===== src/ima_adpcm_multichannel_decoder_top_macros.svh =====
// Assertion macros shared by the decoder RTL.
// Expects clk_i and rst_ni in the scope of each use.
`ifndef IMA_ADPCM_MULTICHANNEL_DECODER_TOP_MACROS_SVH
`define IMA_ADPCM_MULTICHANNEL_DECODER_TOP_MACROS_SVH

// same-cycle implication
`define IMA_MCD_ASSERT_IMP(lbl, ante, cons, msg) \
  lbl: assert property (@(posedge clk_i) disable iff (!rst_ni) (ante) |-> (cons)) \
    else $error(msg);

// next-cycle implication
`define IMA_MCD_ASSERT_NXT(lbl, ante, cons, msg) \
  lbl: assert property (@(posedge clk_i) disable iff (!rst_ni) (ante) |=> (cons)) \
    else $error(msg);

`endif


===== src/ima_mcd_pkg.sv =====
// Package for the multichannel IMA ADPCM decoder.
// Types, step-size table and index helpers; no dependencies.
`default_nettype none

package ima_mcd_pkg;

  localparam int unsigned MAX_CHANNELS   = 2;
  localparam int unsigned STEP_INDEX_MAX = 88;
  localparam int unsigned IDX_W          = 7;
  localparam int unsigned STEP_W         = 15;
  localparam int unsigned CFG_W          = 2;

  typedef struct packed {
    logic [7:0] code_byte;
    logic       high_only;
  } byte_item_t;

  typedef struct packed {
    logic       valid;
    byte_item_t item;
  } q_head_t;

  localparam logic [STEP_W-1:0] STEP_TABLE [0:STEP_INDEX_MAX] = '{
    15'd7,     15'd8,     15'd9,     15'd10,    15'd11,    15'd12,    15'd13,    15'd14,
    15'd16,    15'd17,    15'd19,    15'd21,    15'd23,    15'd25,    15'd28,    15'd31,
    15'd34,    15'd37,    15'd41,    15'd45,    15'd50,    15'd55,    15'd60,    15'd66,
    15'd73,    15'd80,    15'd88,    15'd97,    15'd107,   15'd118,   15'd130,   15'd143,
    15'd157,   15'd173,   15'd190,   15'd209,   15'd230,   15'd253,   15'd279,   15'd307,
    15'd337,   15'd371,   15'd408,   15'd449,   15'd494,   15'd544,   15'd598,   15'd658,
    15'd724,   15'd796,   15'd876,   15'd963,   15'd1060,  15'd1166,  15'd1282,  15'd1411,
    15'd1552,  15'd1707,  15'd1878,  15'd2066,  15'd2272,  15'd2499,  15'd2749,  15'd3024,
    15'd3327,  15'd3660,  15'd4026,  15'd4428,  15'd4871,  15'd5358,  15'd5894,  15'd6484,
    15'd7132,  15'd7845,  15'd8630,  15'd9493,  15'd10442, 15'd11487, 15'd12635, 15'd13899,
    15'd15289, 15'd16818, 15'd18500, 15'd20350, 15'd22385, 15'd24623, 15'd27086, 15'd29794,
    15'd32767
  };

  function automatic logic [STEP_W-1:0] step_size(input logic [IDX_W-1:0] idx);
    logic [STEP_W-1:0] s;
    if (idx > IDX_W'(STEP_INDEX_MAX)) begin
      s = STEP_TABLE[STEP_INDEX_MAX];
    end else begin
      s = STEP_TABLE[idx];
    end
    return s;
  endfunction

  // index update: codes 0..3 step down by one, 4..7 step up by 2,4,6,8; clamp 0..88
  function automatic logic [IDX_W-1:0] next_index(input logic [IDX_W-1:0] idx,
                                                  input logic [2:0] code);
    logic [IDX_W:0]   sum;
    logic [IDX_W-1:0] r;
    if (!code[2]) begin
      r = (idx == '0) ? '0 : idx - IDX_W'(1);
    end else begin
      sum = {1'b0, idx} + (IDX_W + 1)'({code[1:0], 1'b0}) + (IDX_W + 1)'(2);
      r   = (sum > (IDX_W + 1)'(STEP_INDEX_MAX)) ? IDX_W'(STEP_INDEX_MAX)
                                                 : sum[IDX_W-1:0];
    end
    return r;
  endfunction

endpackage

`default_nettype wire


===== src/ima_mcd_in_if.sv =====
// Input channel: one encoded byte item per handshake.
// Depends on ima_mcd_pkg for nothing; plain valid/ready bundle.
`default_nettype none

interface ima_mcd_in_if;
  logic       valid;
  logic       ready;
  logic [7:0] code_byte;
  logic       high_only;

  modport source (output valid, output code_byte, output high_only, input ready);
  modport sink   (input valid, input code_byte, input high_only, output ready);
endinterface

`default_nettype wire


===== src/ima_mcd_out_if.sv =====
// Output channel: one decoded sample item per handshake.
// Plain valid/ready bundle, no dependencies.
`default_nettype none

interface ima_mcd_out_if;
  logic               valid;
  logic               ready;
  logic signed [15:0] sample;
  logic               channel;
  logic               last;

  modport source (output valid, output sample, output channel, output last, input ready);
  modport sink   (input valid, input sample, input channel, input last, output ready);
endinterface

`default_nettype wire


===== src/ima_adpcm_multichannel_decoder_top.sv =====
// An accepted byte passes through the two-entry byte queue and then the output register; its high
// nibble is decoded first, then its low nibble unless the byte is high-only. Throughput is set by
// the single nibble decode unit that handles one nibble per cycle while the output is not stalled;
// the queue and the output register decouple input and output stalls.
// Reset: all predictors and step indexes zero, channel pointer zero, channel count 1,
// queue and output empty.
`default_nettype none

module ima_adpcm_multichannel_decoder_top (
  input  wire                          clk_i,
  input  wire                          rst_ni,
  input  wire                          cfg_we_i,
  input  wire [ima_mcd_pkg::CFG_W-1:0] cfg_wdata_i,
  ima_mcd_in_if.sink                   in_chan,
  ima_mcd_out_if.source                out_chan
);

  logic [ima_mcd_pkg::CFG_W-1:0] chan_count_q;
  ima_mcd_pkg::q_head_t          head;
  logic                          pop;

  always_ff @(posedge clk_i or negedge rst_ni) begin
    if (!rst_ni) begin
      chan_count_q <= ima_mcd_pkg::CFG_W'(1);
    end else if (cfg_we_i) begin
      chan_count_q <= cfg_wdata_i;
    end
  end

  ima_mcd_front u_front (
    .clk_i   (clk_i),
    .rst_ni  (rst_ni),
    .in_chan (in_chan),
    .head_o  (head),
    .pop_i   (pop)
  );

  ima_mcd_back u_back (
    .clk_i        (clk_i),
    .rst_ni       (rst_ni),
    .chan_count_i (chan_count_q),
    .head_i       (head),
    .pop_o        (pop),
    .out_chan     (out_chan)
  );

endmodule

`default_nettype wire


===== src/ima_mcd_front.sv =====
// Front end: accepts byte items into a two-entry queue for the decode back end.
// Depends on ima_mcd_pkg, ima_mcd_in_if and the assertion macro header.
`default_nettype none

module ima_mcd_front (
  input  wire                  clk_i,
  input  wire                  rst_ni,
  ima_mcd_in_if.sink           in_chan,
  output ima_mcd_pkg::q_head_t head_o,
  input  wire                  pop_i
);

  `include "ima_adpcm_multichannel_decoder_top_macros.svh"

  ima_mcd_pkg::byte_item_t mem_q [2];
  logic       wr_ptr_q, wr_ptr_d;
  logic       rd_ptr_q, rd_ptr_d;
  logic [1:0] count_q, count_d;
  logic       push, pop;

  assign in_chan.ready = (count_q != 2'd2);
  assign push          = in_chan.valid && in_chan.ready;
  assign pop           = pop_i && (count_q != 2'd0);

  assign head_o.valid = (count_q != 2'd0);
  assign head_o.item  = mem_q[rd_ptr_q];

  always_comb begin
    wr_ptr_d = push ? ~wr_ptr_q : wr_ptr_q;
    rd_ptr_d = pop ? ~rd_ptr_q : rd_ptr_q;
    count_d  = count_q + (push ? 2'd1 : 2'd0) - (pop ? 2'd1 : 2'd0);
  end

  always_ff @(posedge clk_i or negedge rst_ni) begin
    if (!rst_ni) begin
      wr_ptr_q <= 1'b0;
      rd_ptr_q <= 1'b0;
      count_q  <= 2'd0;
    end else begin
      wr_ptr_q <= wr_ptr_d;
      rd_ptr_q <= rd_ptr_d;
      count_q  <= count_d;
    end
  end

  always_ff @(posedge clk_i) begin
    if (push) begin
      mem_q[wr_ptr_q].code_byte <= in_chan.code_byte;
      mem_q[wr_ptr_q].high_only <= in_chan.high_only;
    end
  end

  `IMA_MCD_ASSERT_IMP(a_count_bound, 1'b1, count_q <= 2'd2, "queue count overflow")
  `IMA_MCD_ASSERT_IMP(a_pop_nonempty, pop_i, count_q != 2'd0, "pop from empty queue")
  `IMA_MCD_ASSERT_NXT(a_push_count, push && !pop, count_q == $past(count_q) + 2'd1,
                      "queue count not advanced on push")

endmodule

`default_nettype wire


===== src/ima_mcd_back.sv =====
// Back end: decodes one nibble per cycle unless the output stalls, on the shared step unit, per-channel state.
// Depends on ima_mcd_pkg, ima_mcd_out_if and the assertion macro header.
`default_nettype none

module ima_mcd_back (
  input  wire                                clk_i,
  input  wire                                rst_ni,
  input  wire [ima_mcd_pkg::CFG_W-1:0]       chan_count_i,
  input  wire ima_mcd_pkg::q_head_t          head_i,
  output logic                               pop_o,
  ima_mcd_out_if.source                      out_chan
);

  `include "ima_adpcm_multichannel_decoder_top_macros.svh"

  localparam int unsigned MAX_CHANNELS = ima_mcd_pkg::MAX_CHANNELS;
  localparam int unsigned CH_W  = (MAX_CHANNELS > 1) ? $clog2(MAX_CHANNELS) : 1;
  localparam int unsigned CNT_W = $clog2(MAX_CHANNELS + 1) + 1;
  localparam int unsigned IDX_W = ima_mcd_pkg::IDX_W;
  localparam int unsigned STP_W = ima_mcd_pkg::STEP_W;

  logic signed [15:0]      pred_q [MAX_CHANNELS];
  logic        [IDX_W-1:0] idx_q  [MAX_CHANNELS];
  logic        [STP_W-1:0] step_q [MAX_CHANNELS];
  logic        [CH_W-1:0]  ptr_q, ptr_d;
  logic                    phase_q, phase_d;

  logic                    out_valid_q;
  logic signed [15:0]      out_sample_q;
  logic                    out_channel_q;
  logic                    out_last_q;

  logic        [CNT_W-1:0] n_eff, cfg_ext, ptr_ext, ch_ext, ch_inc;
  logic        [CH_W-1:0]  ch;
  logic        [3:0]       code;
  logic                    is_last, fire;
  logic        [STP_W-1:0] step;
  logic        [16:0]      mag;
  logic signed [17:0]      sum;
  logic signed [15:0]      pred_new;
  logic        [IDX_W-1:0] idx_new;

  always_comb begin
    cfg_ext = CNT_W'(chan_count_i);
    if (cfg_ext == '0) begin
      n_eff = CNT_W'(1);
    end else if (cfg_ext > CNT_W'(MAX_CHANNELS)) begin
      n_eff = CNT_W'(MAX_CHANNELS);
    end else begin
      n_eff = cfg_ext;
    end
    ptr_ext = CNT_W'(ptr_q);
    ch_ext  = (ptr_ext >= n_eff) ? '0 : ptr_ext;
    ch      = ch_ext[CH_W-1:0];
    ch_inc  = ch_ext + CNT_W'(1);
    ptr_d   = (ch_inc >= n_eff) ? '0 : ch_inc[CH_W-1:0];

    code    = phase_q ? head_i.item.code_byte[3:0] : head_i.item.code_byte[7:4];
    is_last = phase_q || head_i.item.high_only;
    fire    = head_i.valid && (!out_valid_q || out_chan.ready);

    step = step_q[ch];
    mag  = 17'(step >> 3)
         + (code[2] ? 17'(step) : 17'd0)
         + (code[1] ? 17'(step >> 1) : 17'd0)
         + (code[0] ? 17'(step >> 2) : 17'd0);
    sum  = code[3] ? (18'(pred_q[ch]) - $signed({1'b0, mag}))
                   : (18'(pred_q[ch]) + $signed({1'b0, mag}));
    if (sum > 18'sd32767) begin
      pred_new = 16'sh7FFF;
    end else if (sum < -18'sd32768) begin
      pred_new = 16'sh8000;
    end else begin
      pred_new = sum[15:0];
    end
    idx_new = ima_mcd_pkg::next_index(idx_q[ch], code[2:0]);

    phase_d = fire ? !is_last : phase_q;
    pop_o   = fire && is_last;
  end

  always_ff @(posedge clk_i or negedge rst_ni) begin
    if (!rst_ni) begin
      for (int i = 0; i < MAX_CHANNELS; i++) begin
        pred_q[i] <= '0;
        idx_q[i]  <= '0;
        step_q[i] <= ima_mcd_pkg::step_size('0);
      end
      ptr_q       <= '0;
      phase_q     <= 1'b0;
      out_valid_q <= 1'b0;
    end else begin
      phase_q <= phase_d;
      if (fire) begin
        pred_q[ch]  <= pred_new;
        idx_q[ch]   <= idx_new;
        step_q[ch]  <= ima_mcd_pkg::step_size(idx_new);
        ptr_q       <= ptr_d;
        out_valid_q <= 1'b1;
      end else if (out_chan.ready) begin
        out_valid_q <= 1'b0;
      end
    end
  end

  always_ff @(posedge clk_i) begin
    if (fire) begin
      out_sample_q  <= pred_new;
      out_channel_q <= ch[0];
      out_last_q    <= is_last;
    end
  end

  assign out_chan.valid   = out_valid_q;
  assign out_chan.sample  = out_sample_q;
  assign out_chan.channel = out_channel_q;
  assign out_chan.last    = out_last_q;

  `IMA_MCD_ASSERT_IMP(a_idx_range, 1'b1, idx_q[ch] <= IDX_W'(ima_mcd_pkg::STEP_INDEX_MAX),
                      "step index out of range")
  `IMA_MCD_ASSERT_IMP(a_step_match, 1'b1, step_q[ch] == ima_mcd_pkg::step_size(idx_q[ch]),
                      "cached step disagrees with index")
  `IMA_MCD_ASSERT_IMP(a_phase_low, phase_q, head_i.valid && !head_i.item.high_only,
                      "low nibble pending without a full byte")

endmodule

`default_nettype wire

===== src/flat_wrapper.sv =====
// flat-port wrapper written by rule: the top's interface ports become plain ports
module ima_adpcm_multichannel_decoder_top_flat 
  (clk_i, rst_ni, cfg_we_i, cfg_wdata_i, in_chan_valid, in_chan_code_byte, in_chan_high_only, in_chan_ready, out_chan_valid, out_chan_sample, out_chan_channel, out_chan_last, out_chan_ready);
  ima_mcd_in_if in_chan_i ();
  ima_mcd_out_if out_chan_i ();
  input  wire clk_i;
  input  wire rst_ni;
  input  wire cfg_we_i;
  input  wire [ima_mcd_pkg::CFG_W-1:0] cfg_wdata_i;
  input wire logic [$bits(in_chan_i.valid)-1:0] in_chan_valid;
  input wire logic [$bits(in_chan_i.code_byte)-1:0] in_chan_code_byte;
  input wire logic [$bits(in_chan_i.high_only)-1:0] in_chan_high_only;
  output wire logic [$bits(in_chan_i.ready)-1:0] in_chan_ready;
  output wire logic [$bits(out_chan_i.valid)-1:0] out_chan_valid;
  output wire logic [$bits(out_chan_i.sample)-1:0] out_chan_sample;
  output wire logic [$bits(out_chan_i.channel)-1:0] out_chan_channel;
  output wire logic [$bits(out_chan_i.last)-1:0] out_chan_last;
  input wire logic [$bits(out_chan_i.ready)-1:0] out_chan_ready;
  assign in_chan_i.valid = in_chan_valid;
  assign in_chan_i.code_byte = in_chan_code_byte;
  assign in_chan_i.high_only = in_chan_high_only;
  assign in_chan_ready = in_chan_i.ready;
  assign out_chan_valid = out_chan_i.valid;
  assign out_chan_sample = out_chan_i.sample;
  assign out_chan_channel = out_chan_i.channel;
  assign out_chan_last = out_chan_i.last;
  assign out_chan_i.ready = out_chan_ready;
  ima_adpcm_multichannel_decoder_top u_core (.clk_i(clk_i), .rst_ni(rst_ni), .cfg_we_i(cfg_we_i), .cfg_wdata_i(cfg_wdata_i), .in_chan(in_chan_i), .out_chan(out_chan_i));
endmodule

===== config.mk =====
export PLATFORM = sky130hd
export DESIGN_NAME = ima_adpcm_multichannel_decoder_top_flat
export DESIGN_NICKNAME = d
export VERILOG_FILES = /design/src/ima_mcd_pkg.sv /design/src/ima_mcd_in_if.sv /design/src/ima_mcd_out_if.sv /design/src/ima_adpcm_multichannel_decoder_top.sv /design/src/ima_mcd_front.sv /design/src/ima_mcd_back.sv /design/src/flat_wrapper.sv
export VERILOG_INCLUDE_DIRS = /design/src /design/src/src
export SDC_FILE = /design/constraint.sdc
export NUM_CORES = 1
export LEC_CHECK = 0
export BUFFER_PORTS_ARGS = -buffer_cell sky130_fd_sc_hd__buf_2
export CAP_MARGIN = 10
export CELL_PAD_IN_SITES_DETAIL_PLACEMENT = 0
export CELL_PAD_IN_SITES_GLOBAL_PLACEMENT = 1
export CORE_AREA = 2 2 157 159
export CTS_BUF_LIST = sky130_fd_sc_hd__clkbuf_4 sky130_fd_sc_hd__clkbuf_8 sky130_fd_sc_hd__clkbuf_16
export DETAILED_ROUTE_END_ITERATION = 10
export DIE_AREA = 0 0 159 161
export GPL_TIMING_DRIVEN = 1
export PLACE_DENSITY = 0.87
export SLEW_MARGIN = 0
export SYNTH_ARGS = -nofsm -noshare
export SYNTH_HDL_FRONTEND = slang
export SYNTH_SLANG_ARGS = --single-unit

===== constraint.sdc =====
create_clock -name clk_i -period 7.3 [get_ports clk_i]
set_input_delay 1.46 -clock clk_i [delete_from_list [all_inputs] [get_ports clk_i]]
set_output_delay 1.46 -clock clk_i [all_outputs]
set_load 0.01 [all_outputs]

* Word-level counts from Yosys, hierarchy flattened
Memory sizes are Yosys's and may differ from the RTL's.
Index checks and enable logic that the tools add are counted.
** Storage, ports and cells
- Register bits :: 103
- Memory bits (writable) :: 18
- ROM bits :: 1920
- Input port bits :: 16
- Output and inout port bits :: 20
- Logic and storage cells :: 99
- Memories :: 2
** Memories
- (no name shown) :: depth 128, bits a word 15, rd ports 1, clocked after Yosys merged registers in 0, wr ports 0, line ima_mcd_pkg.sv:43 : s = STEP_TABLE[idx];
- u_core.u_front.mem_q :: depth 2, bits a word 9, rd ports 1, clocked after Yosys merged registers in 0, wr ports 1, line ima_mcd_front.sv:15 : ima_mcd_pkg::byte_item_t mem_q [2];
** Operators by class
- Add/sub/neg operators :: 11
- Order comparisons :: 10
- Eq/ne operators :: 1
- Muxes and demuxes :: 42
- Bitwise logic cells :: 4
- Reduce and logical (&&, ||, !) cells :: 13
** Operators by type and width (number)
- $mux W15 :: 9
- $mux W16 :: 6
- $mux W7 :: 7
- $bwmux W32 :: 1
- $bwmux W30 :: 1
- $add A16 B18 Y18 :: 1
- $gt A18 B16 Y1 const B :: 1
- $lt A18 B16 Y1 const B :: 1
- $mux W18 :: 1
- $sub A16 B18 Y18 :: 1
- $add A16 B14 Y17 :: 1
- $add A17 B13 Y17 :: 1
- $add A12 B15 Y16 :: 1
- $demux W16 S1 :: 1
- $demux W15 S1 :: 1
- $bwmux W14 :: 1
- $mux W14 :: 1
- $mux W13 :: 1
- $add A7 B3 Y8 :: 1
- $add A8 B2 Y8 const B :: 1
- $ge A8 B8 Y1 const B :: 1
- $gt A8 B7 Y1 const B :: 1
- $mux W1 :: 8
- $not A7 Y8 :: 1
- other kinds (23) :: 31

* Logic depth before layout (Yosys ltp)
Gate-level depths: netlist of run 1.
- Depth after elaboration :: 21
- Depth in mapped cells :: 32
- Gate-level depth less buffers :: 28

* By module
A second synthesis of run 1 with hierarchy kept.
** Second synthesis, totals
- Cells, all modules :: 1176
- Area, all modules :: 10253.6 µm²
** Modules (own cells, without submodules)
- ima_mcd_back :: instances 1, cells an instance 1122, area each 9298.9 µm², sequential area each 2524.9 µm²
- ima_mcd_front :: instances 1, cells an instance 50, area each 880.8 µm², sequential area each 640.6 µm²
- ima_adpcm_multichannel_decoder_top :: instances 1, cells an instance 4, area each 73.8 µm², sequential area each 51.3 µm²

* Least setup slack after synthesis of run 1
No wires, ideal clock.
- Path type :: register -> register
- Start point :: register u_core.u_front.rd_ptr_q
- End point :: register u_core.u_back.pred_q[17] (netlist bit)
- Setup time :: 95 ps
- Arrival :: 7183 ps
- Required time :: 7205 ps
- Path slack :: 22 ps
- Cell stages (with the launch flop) :: 30
- Buffers on the path :: 3
- Clock period less this slack :: 7278 ps
- Cells stage by stage :: dfrtp_1 > buf_4 > mux2_2 > o21ai_0 > clkbuf_1 > nor2_1 > fa_1 > inv_1 > fa_1 > inv_1 > ha_1 > fa_1 > a211oi_1 > nor4b_1 > nor3_1 > nand4b_1 > nor2_1 > a21oi_1 > xor2_1 > ha_1 > a21o_1 > a21o_1 > a21oi_1 > nand3_1 > o211a_1 > or4_1 > o211ai_1 > buf_2 > nor2_1 > o31ai_1
** Between the ends
- Cells in the longest elaborated chain, start to end :: 12
- Elaborated cells on any way between the ends :: 16
- Those cells by class :: add/sub: 5; order compare: 2; mux: 8; memory: 1
** Ends and longest elaborated chain
- from (decl) :: line ima_mcd_front.sv:17 : logic rd_ptr_q, rd_ptr_d;
- from (signal assigned) :: line ima_mcd_front.sv:41 : rd_ptr_q <= rd_ptr_d;
- $mem_v2 Z2 W9 (*)
- $mux W4 (*) :: line ima_mcd_back.sv:58 : code = phase_q ? head_i.item.code_byte[3:0] : head_i.item.code_byte[7:4];
- $mux W15 :: line ima_mcd_back.sv:64 : + (code[2] ? 17'(step) : 17'd0)
- $add A12 B15 Y16 :: line ima_mcd_back.sv:64
- $add A16 B14 Y17 :: line ima_mcd_back.sv:65 : + (code[1] ? 17'(step >> 1) : 17'd0)
- $add A17 B13 Y17 :: line ima_mcd_back.sv:66 : + (code[0] ? 17'(step >> 2) : 17'd0);
- $add A16 B18 Y18 or $sub A16 B18 Y18 (tied branches) :: line ima_mcd_back.sv:68, ima_mcd_back.sv:67
- $mux W18 (*) :: line ima_mcd_back.sv:67 : sum = code[3] ? (18'(pred_q[ch]) - $signed({1'b0, mag}))
- $lt A18 B16 Y1 :: line ima_mcd_back.sv:71 : end else if (sum < -18'sd32768) begin
- $mux W16 :: line ima_mcd_back.sv:71
- $mux W16 (*) :: line ima_mcd_back.sv:69 : if (sum > 18'sd32767) begin
- $bwmux W32 (*) :: line ima_mcd_back.sv:95 : pred_q[ch] <= pred_new;
- to (signal, indexed assignment) :: line ima_mcd_back.sv:95
- to (decl) :: line ima_mcd_back.sv:22 : logic signed [15:0] pred_q [MAX_CHANNELS];
Mark *: on every way between the ends. The rest lies on a longest branch, timed or not.
A chain may end at the register's enable or synchronous reset.

* Final worst setup path of run 1
- Start point :: register u_core.u_front.rd_ptr_q
- End point :: register u_core.u_back.pred_q[4] (netlist bit)
Same word-level chain as after synthesis.

==> run_results.csv, run 1 <==
group,metric,value,unit
drt,wl_per_cell,18.1,µm
logic_synthesis,avgSynthCellArea,8.55,µm²
run_status,status,"finished clean",
timing,fmax,0.144,GHz
layout,stdcell_area,0.0120,mm²
layout,final_core_util,50.2,%
flow_run,maxCapViolations,0,
drt,drt-initial-drc-count,920,
clock_network,clockBufferDepth,2,
floorplan,rows,57,
timing,finalSetupViolCount,0,
drt,ant_nets,0,
drt,firstDrtPassIters,5,
worst_setup_path,critPathKind,"flop to flop",
layout,area_growth,15.5,%
floorplan,core,0.0240,mm²
clock_network,cts.sinks,120,
clock_network,cts-root-buf,"clkbuf_16",
floorplan,die_h,161,µm
timing,min_period,6.97,ns
logic_synthesis,syn-num-nets,1317,
timing,post-route-period-util,95.4,%
logic_synthesis,synthesis.area,0.0104,mm²
worst_setup_path,cp-start-kind,"flop",
worst_hold_path,hold_path_class,"flop to flop",
timing,hold_viol,0,
global_routing,grtUsageTotal,23.0,%
worst_setup_path,cp_max_fo,8,
timing,drv_slew,0,
clock_network,clock_latency,0.42,ns
drt,drc_errors,0,
global_routing,grt_pass1_vias,9212,
floorplan,design.die.area,0.0256,mm²
worst_setup_path,crit_top_cell,"a21o_1",
clock_network,cts_made_buffers,17,
drt,dr_total_vias,9639,
timing,max-slew-margin-rel,28.6,%
logic_synthesis,ys_seq_area_share,30.6,%
logic_synthesis,yosysMostFrequentCell,"nand2_1",
logic_synthesis,synth_cell_types,98,
layout,antennaDiodeCount,0,
layout,drive_gt1_share,18.0,%
worst_setup_path,slowest_delay,0.51,ns
global_routing,antenna_found_initial,0,
logic_synthesis,synth_area_leaders,"dfrtp_1 19%, edfxtp_1 10%, ha_1 6.7%, nand2_1 5.3%, fa_1 5.2%",
global_routing,grt_pass1_wl,48100,µm
logic_synthesis,synth_flop_cell,"dfrtp_1",
layout,fin_nets,1388,
placed_design,gp_congestion,0.954,
timing,clock_skew,0.0151,ns
global_routing,grt_overflow,0,
clock_network,clkTransAtPathRegs,0.06,ns
floorplan,initial_core_util,43.4,%
logic_synthesis,async_reset_ff_share,70.0,%
logic_synthesis,synth_top_cell_area_share,18.7,%
timing,tightest_slew,1.07,ns
placed_design,dp_hpwl,21500,µm
placed_design,placed_area,0.0112,mm²
logic_synthesis,synth_seq_cells,120,
worst_setup_path,cp_data_required_time,7.63,ns
global_routing,grt_max_degree,80,
worst_setup_path,crit_path_end_kind,"flop",
timing,rsz0062_at_grt,"true",
worst_setup_path,worstPathArrival,7.30,ns
drt,viasPerCell,5.93,
logic_synthesis,synth_edf_count,36,
logic_synthesis,yosysTopAreaCell,"dfrtp_1",
clock_network,cts_tree,"done",
floorplan,dieWidth,159,µm
logic_synthesis,netlist_instances,1218,
logic_synthesis,ys_top_cells_by_count,"148 x nand2_1, 133 x nor2_1, 81 x a21oi_1, 80 x o21ai_0, 78 x dfrtp_1",
placed_design,portBuffers,34,
clock_network,cts-htree-levels,4,
floorplan,pin_count,36,
timing,finalSetupTns,0,ns
drt,routed_wl,29400,µm
worst_setup_path,crit_slowest_cell,"fa_1",
logic_synthesis,yosys_warnings,0,
==> stage by stage <==
step | std cells | hold slack (ns) | setup slack [ns]
floorplan | 1218 | 0.442 | 0.0219
global placement | 1575 | 0.453 | -0.0252
detailed placement | 1575 | 0.456 | -0.169
CTS | 1607 | 0.465 | 0.0780
global route | 1626 | 0.474 | -0.0877
finish | 1626 | 0.464 | 0.333
==> registers in the layout (all words and copies together), names as in the netlist <==
register                        flops
u_core.u_back.out_chan.channel      1
u_core.chan_count_q                 1
u_core.u_back.out_chan.sample      16
u_core.u_front.mem_q               18
u_core.u_back.pred_q               32
u_core.u_back.step_q               30
u_core.u_back.phase_q               1
u_core.u_back.ptr_q                 1
u_core.u_front.wr_ptr_q             1
u_core.u_front.rd_ptr_q             1
u_core.u_back.out_chan.last         1
u_core.u_front.count_q              2
u_core.u_back.idx_q                14
u_core.u_back.out_chan.valid        1
==> final timing paths <==
check	startpoint	to	slack, ns	cells after the start
max	u_core.u_front.rd_ptr_q	u_core.u_back.pred_q[4]	0.33	32
min	u_core.u_back.step_q[15]	u_core.u_back.step_q[15]	0.46	2
max reg2reg	u_core.u_front.rd_ptr_q	u_core.u_back.pred_q[4]	0.33	32
min reg2reg	u_core.u_back.step_q[15]	u_core.u_back.step_q[15]	0.46	2
max in group asynchronous	rst_ni	u_core.u_back.step_q[10]	5.25	2
min in group asynchronous	rst_ni	u_core.u_back.out_chan.valid	0.84	1
==> layout by cell type, fill, tap and decap left out, types with 7 or more instances in the layout <==
master	netlist	layout
a211o_1	7	7
a211oi_1	23	21
a21o_1	10	10
a21oi_1	81	80
a31oi_1	17	17
and2_1	14	14
and3_1	8	8
buf_2	20	33
buf_4	4	70
clkbuf_16	0	18
dfrtp_1	78	77
edfxtp_1	36	36
fa_1	27	26
ha_1	56	54
inv_1	61	60
mux2_2	11	10
mux2i_1	32	28
nand2_1	148	148
nand2b_1	12	12
nand3_1	31	30
nand4_1	9	9
nor2_1	133	128
nor2b_1	8	8
nor3_1	27	27
nor4_1	8	8
o211a_1	7	7
o211ai_1	18	18
o21a_1	10	10
o21ai_0	80	77
o21ai_1	9	10
o21ai_2	10	12
or2_2	9	9
xnor2_1	25	24
xor2_1	13	13
==> layout make-up <==
type	count	area, µm²
Fill cell	2299	11900
Multi-Input combinational cell	972	6780
Sequential cell	120	3190
Timing Repair Buffer	115	878
Clock buffer	18	433
Tap cell	324	405
Inverter	63	236
Clock inverter	14	100
==> cells by family after synthesis <==
group / share of synthesized area (%)
compound gates: 24.6
xor+xnor: 3.35
fa+ha+maj: 11.9
buf+inv: 5.65
flops: 30.6
mux: 4.48
simple gates: 19.3
==> per-layer routing <==
metal | global-route usage (%) | wire length (µm) | vias to the layer above
li1 | - | - | 4585
met1 | 32.0 | 13400 | 4679
met2 | 37.9 | 13700 | 334
met3 | 3.39 | 1690 | 41
met4 | 6.07 | 588 | 0
met5 | 0 | 0 | -
==> timing repair <==
item | in CTS | in global routing
gates cloned | 0 | 1
pin swaps | 0 | 23
hold buffers | 0 | 0
endpoints found under the setup margin | 29 | 48
buffers inserted | 0 | 18
gates resized for setup | 4 | 37
==> worst max-delay path, delay by kind of cell (launching register included) <==
kind / cells / cell delay (ns)
AOI/OAI and AO/OA: 12 / 2.38
adders and majority gates: 4 / 1.67
buffers and inverters: 8 / 0.98
and+or+nand+nor: 6 / 0.98
DFF: 1 / 0.42
muxes: 1 / 0.21
xor gates and xnor gates: 1 / 0.20
Power of run 1 is not shown: default switching activity piles up to over one toggle a cycle in this logic, so the estimate is an artifact.
==> inputs of run 2 (changes only) <==
--- a/config.mk
+++ b/config.mk
@@ -10,12 +10,12 @@
 export CAP_MARGIN = 10
 export CELL_PAD_IN_SITES_DETAIL_PLACEMENT = 0
 export CELL_PAD_IN_SITES_GLOBAL_PLACEMENT = 1
-export CORE_AREA = 2 2 157 159
+export CORE_AREA = 2 2 202 125
 export CTS_BUF_LIST = sky130_fd_sc_hd__clkbuf_4 sky130_fd_sc_hd__clkbuf_8 sky130_fd_sc_hd__clkbuf_16
 export DETAILED_ROUTE_END_ITERATION = 10
-export DIE_AREA = 0 0 159 161
+export DIE_AREA = 0 0 204 127
 export GPL_TIMING_DRIVEN = 1
-export PLACE_DENSITY = 0.87
+export PLACE_DENSITY = 0.86
 export SLEW_MARGIN = 0
 export SYNTH_ARGS = -nofsm -noshare
 export SYNTH_HDL_FRONTEND = slang
==> run_results.csv, run 2 (synthesized netlist as in run 1, its figures left out) <==
group,metric,value,unit
run_status,status,"finished clean",
placed_design,post-place-ws,-0.265,ns
worst_setup_path,cp_top_family,"compound AO/OA/AOI/OAI gates",
worst_setup_path,cp-start-kind,"flop",
timing,tightest_slew,1.05,ns
worst_setup_path,cp_data_required_time,7.58,ns
global_routing,grt_overflow,0,
floorplan,die_h,127,µm
layout,area_growth,18.3,%
timing,clock_skew,0.0129,ns
global_routing,antenna_found_initial,0,
clock_network,cts-root-buf,"clkbuf_16",
timing,setup_slack,0.248,ns
drt,dr_total_vias,9923,
placed_design,gp_congestion,0.968,
global_routing,grt_pass1_vias,9041,
global_routing,grtUsageMet1,43.5,%
placed_design,placed_area,0.0112,mm²
drt,wl_per_cell,20.6,µm
drt,routed_wl,33600,µm
clock_network,clkTransAtPathRegs,0.06,ns
flow_run,maxCapViolations,0,
global_routing,grtUsageTotal,25.9,%
timing,max-slew-margin-rel,28.4,%
drt,ant_nets,0,
clock_network,clockBufferDepth,2,
floorplan,initial_core_util,43.6,%
timing,post-route-period-util,96.6,%
placed_design,dp_hpwl,24600,µm
clock_network,cts.sinks,120,
clock_network,cts_hold_buf,0,
global_routing,grtUsageMet2,31.0,%
drt,drt-initial-drc-count,1174,
timing,fmax,0.142,GHz
worst_setup_path,worstSetupStartpoint,"u_core.u_front.rd_ptr_q",
worst_setup_path,slowest_delay,0.52,ns
timing,drv_slew,0,
worst_hold_path,hold_path_class,"flop to flop",
drt,firstDrtPassIters,5,
clock_network,cts_tree,"done",
placed_design,portBuffers,34,
clock_network,clock_latency,0.42,ns
drt,viasPerCell,6.07,
floorplan,core,0.0239,mm²
clock_network,cts-htree-levels,4,
global_routing,busiest_layer,"met1",
worst_setup_path,critPathKind,"flop to flop",
layout,antennaDiodeCount,0,
timing,finalSetupViolCount,0,
layout,fin_nets,1398,
worst_setup_path,r2r-start,"u_core.u_front.rd_ptr_q",
worst_setup_path,crit_path_end_kind,"flop",
timing,hold_viol,0,
layout,final_common_cell,"nand2_1",
global_routing,grt_pass1_wl,51900,µm
worst_hold_path,holdCritStartpoint,"u_core.u_back.step_q[15]",
layout,top_regs,"u_core.u_back.pred_q: 32 flops, u_core.u_back.step_q: 30 flops, u_core.u_front.mem_q: 18 flops",
floorplan,design.die.area,0.0259,mm²
layout,stdcell_area,0.0123,mm²
floorplan,pin_count,36,
clock_network,cts_made_buffers,17,
global_routing,grt_max_degree,71,
floorplan,rows,44,
worst_setup_path,crit_buf_inv,6,
timing,min_period,7.05,ns
layout,largest_reg_flops,32,
worst_setup_path,crit_slowest_cell,"fa_1",
global_routing,met3_usage,8.65,%
worst_setup_path,worstPathArrival,7.34,ns
worst_setup_path,cp_max_fo,7,
layout,drive_gt1_share,19.7,%
floorplan,dieWidth,204,µm
layout,mostFrequentLayoutCells,"147 x nand2_1, 129 x nor2_1, 79 x buf_4, 78 x a21oi_1, 77 x dfrtp_1",
drt,drc_errors,0,
layout,regMostFlops,"u_core.u_back.pred_q",
==> run 2: worst paths after layout <==
path	end	slack, ns	cells after the start
setup / recovery	u_core.u_back.out_chan.sample[9]	0.25	29
hold / removal	u_core.u_back.step_q[15]	0.46	2
setup reg to reg	u_core.u_back.out_chan.sample[9]	0.25	29
hold reg to reg	u_core.u_back.step_q[15]	0.46	2
max in group asynchronous	u_core.u_back.pred_q[13]	5.23	2
min in group asynchronous	u_core.u_back.idx_q[6]	0.89	1
==> run 2: worst register-to-register path, delay by kind of cell (launching register included) <==
family	cells	cell delay, ns
multiplexers	1	0.33
adder cells (fa/ha/maj)	4	1.54
AND/OR/NAND/NOR	7	1.27
AO/OA/AOI/OAI	10	2.31
XOR/XNOR	1	0.17
flip-flops	1	0.46
buffers and inverters	6	0.87
==> run 2: timing repair <==
item	in CTS	in global routing
setup endpoints to repair	45	46
resized for setup	11	59
pin swaps	2	23
setup buffers	2	13
gates cloned	0	2
==> run 2: layout make-up <==
class | count | area, µm²
clock inverters | 15 | 166
clock buffers | 17 | 425
multi-input cells | 972 | 6930
repair buffers | 125 | 962
inverters | 63 | 236
flip-flops and latches | 120 | 3190
fillers | 2206 | 11600
well taps | 322 | 403
==> run 2: layer usage <==
layer	vias up	wire length, µm
li1	4609	-
met1	4790	17200
met2	511	12100
met3	13	4230
met4	0	118
met5	-	0
==> run 2: through the flow <==
step,hold WS [ns],util [%],TNS (ns),cells
after floorplan,0.442,-,0,1218
final,0.462,51.6,0,1634
after CTS,0.465,49.8,0,1619
after detailed placement,0.457,47.0,-8.43,1585
after global routing,0.498,51.6,-0.903,1634
after global placement,0.454,47.0,-3.88,1585
Power of run 2 is left out for the same reason.
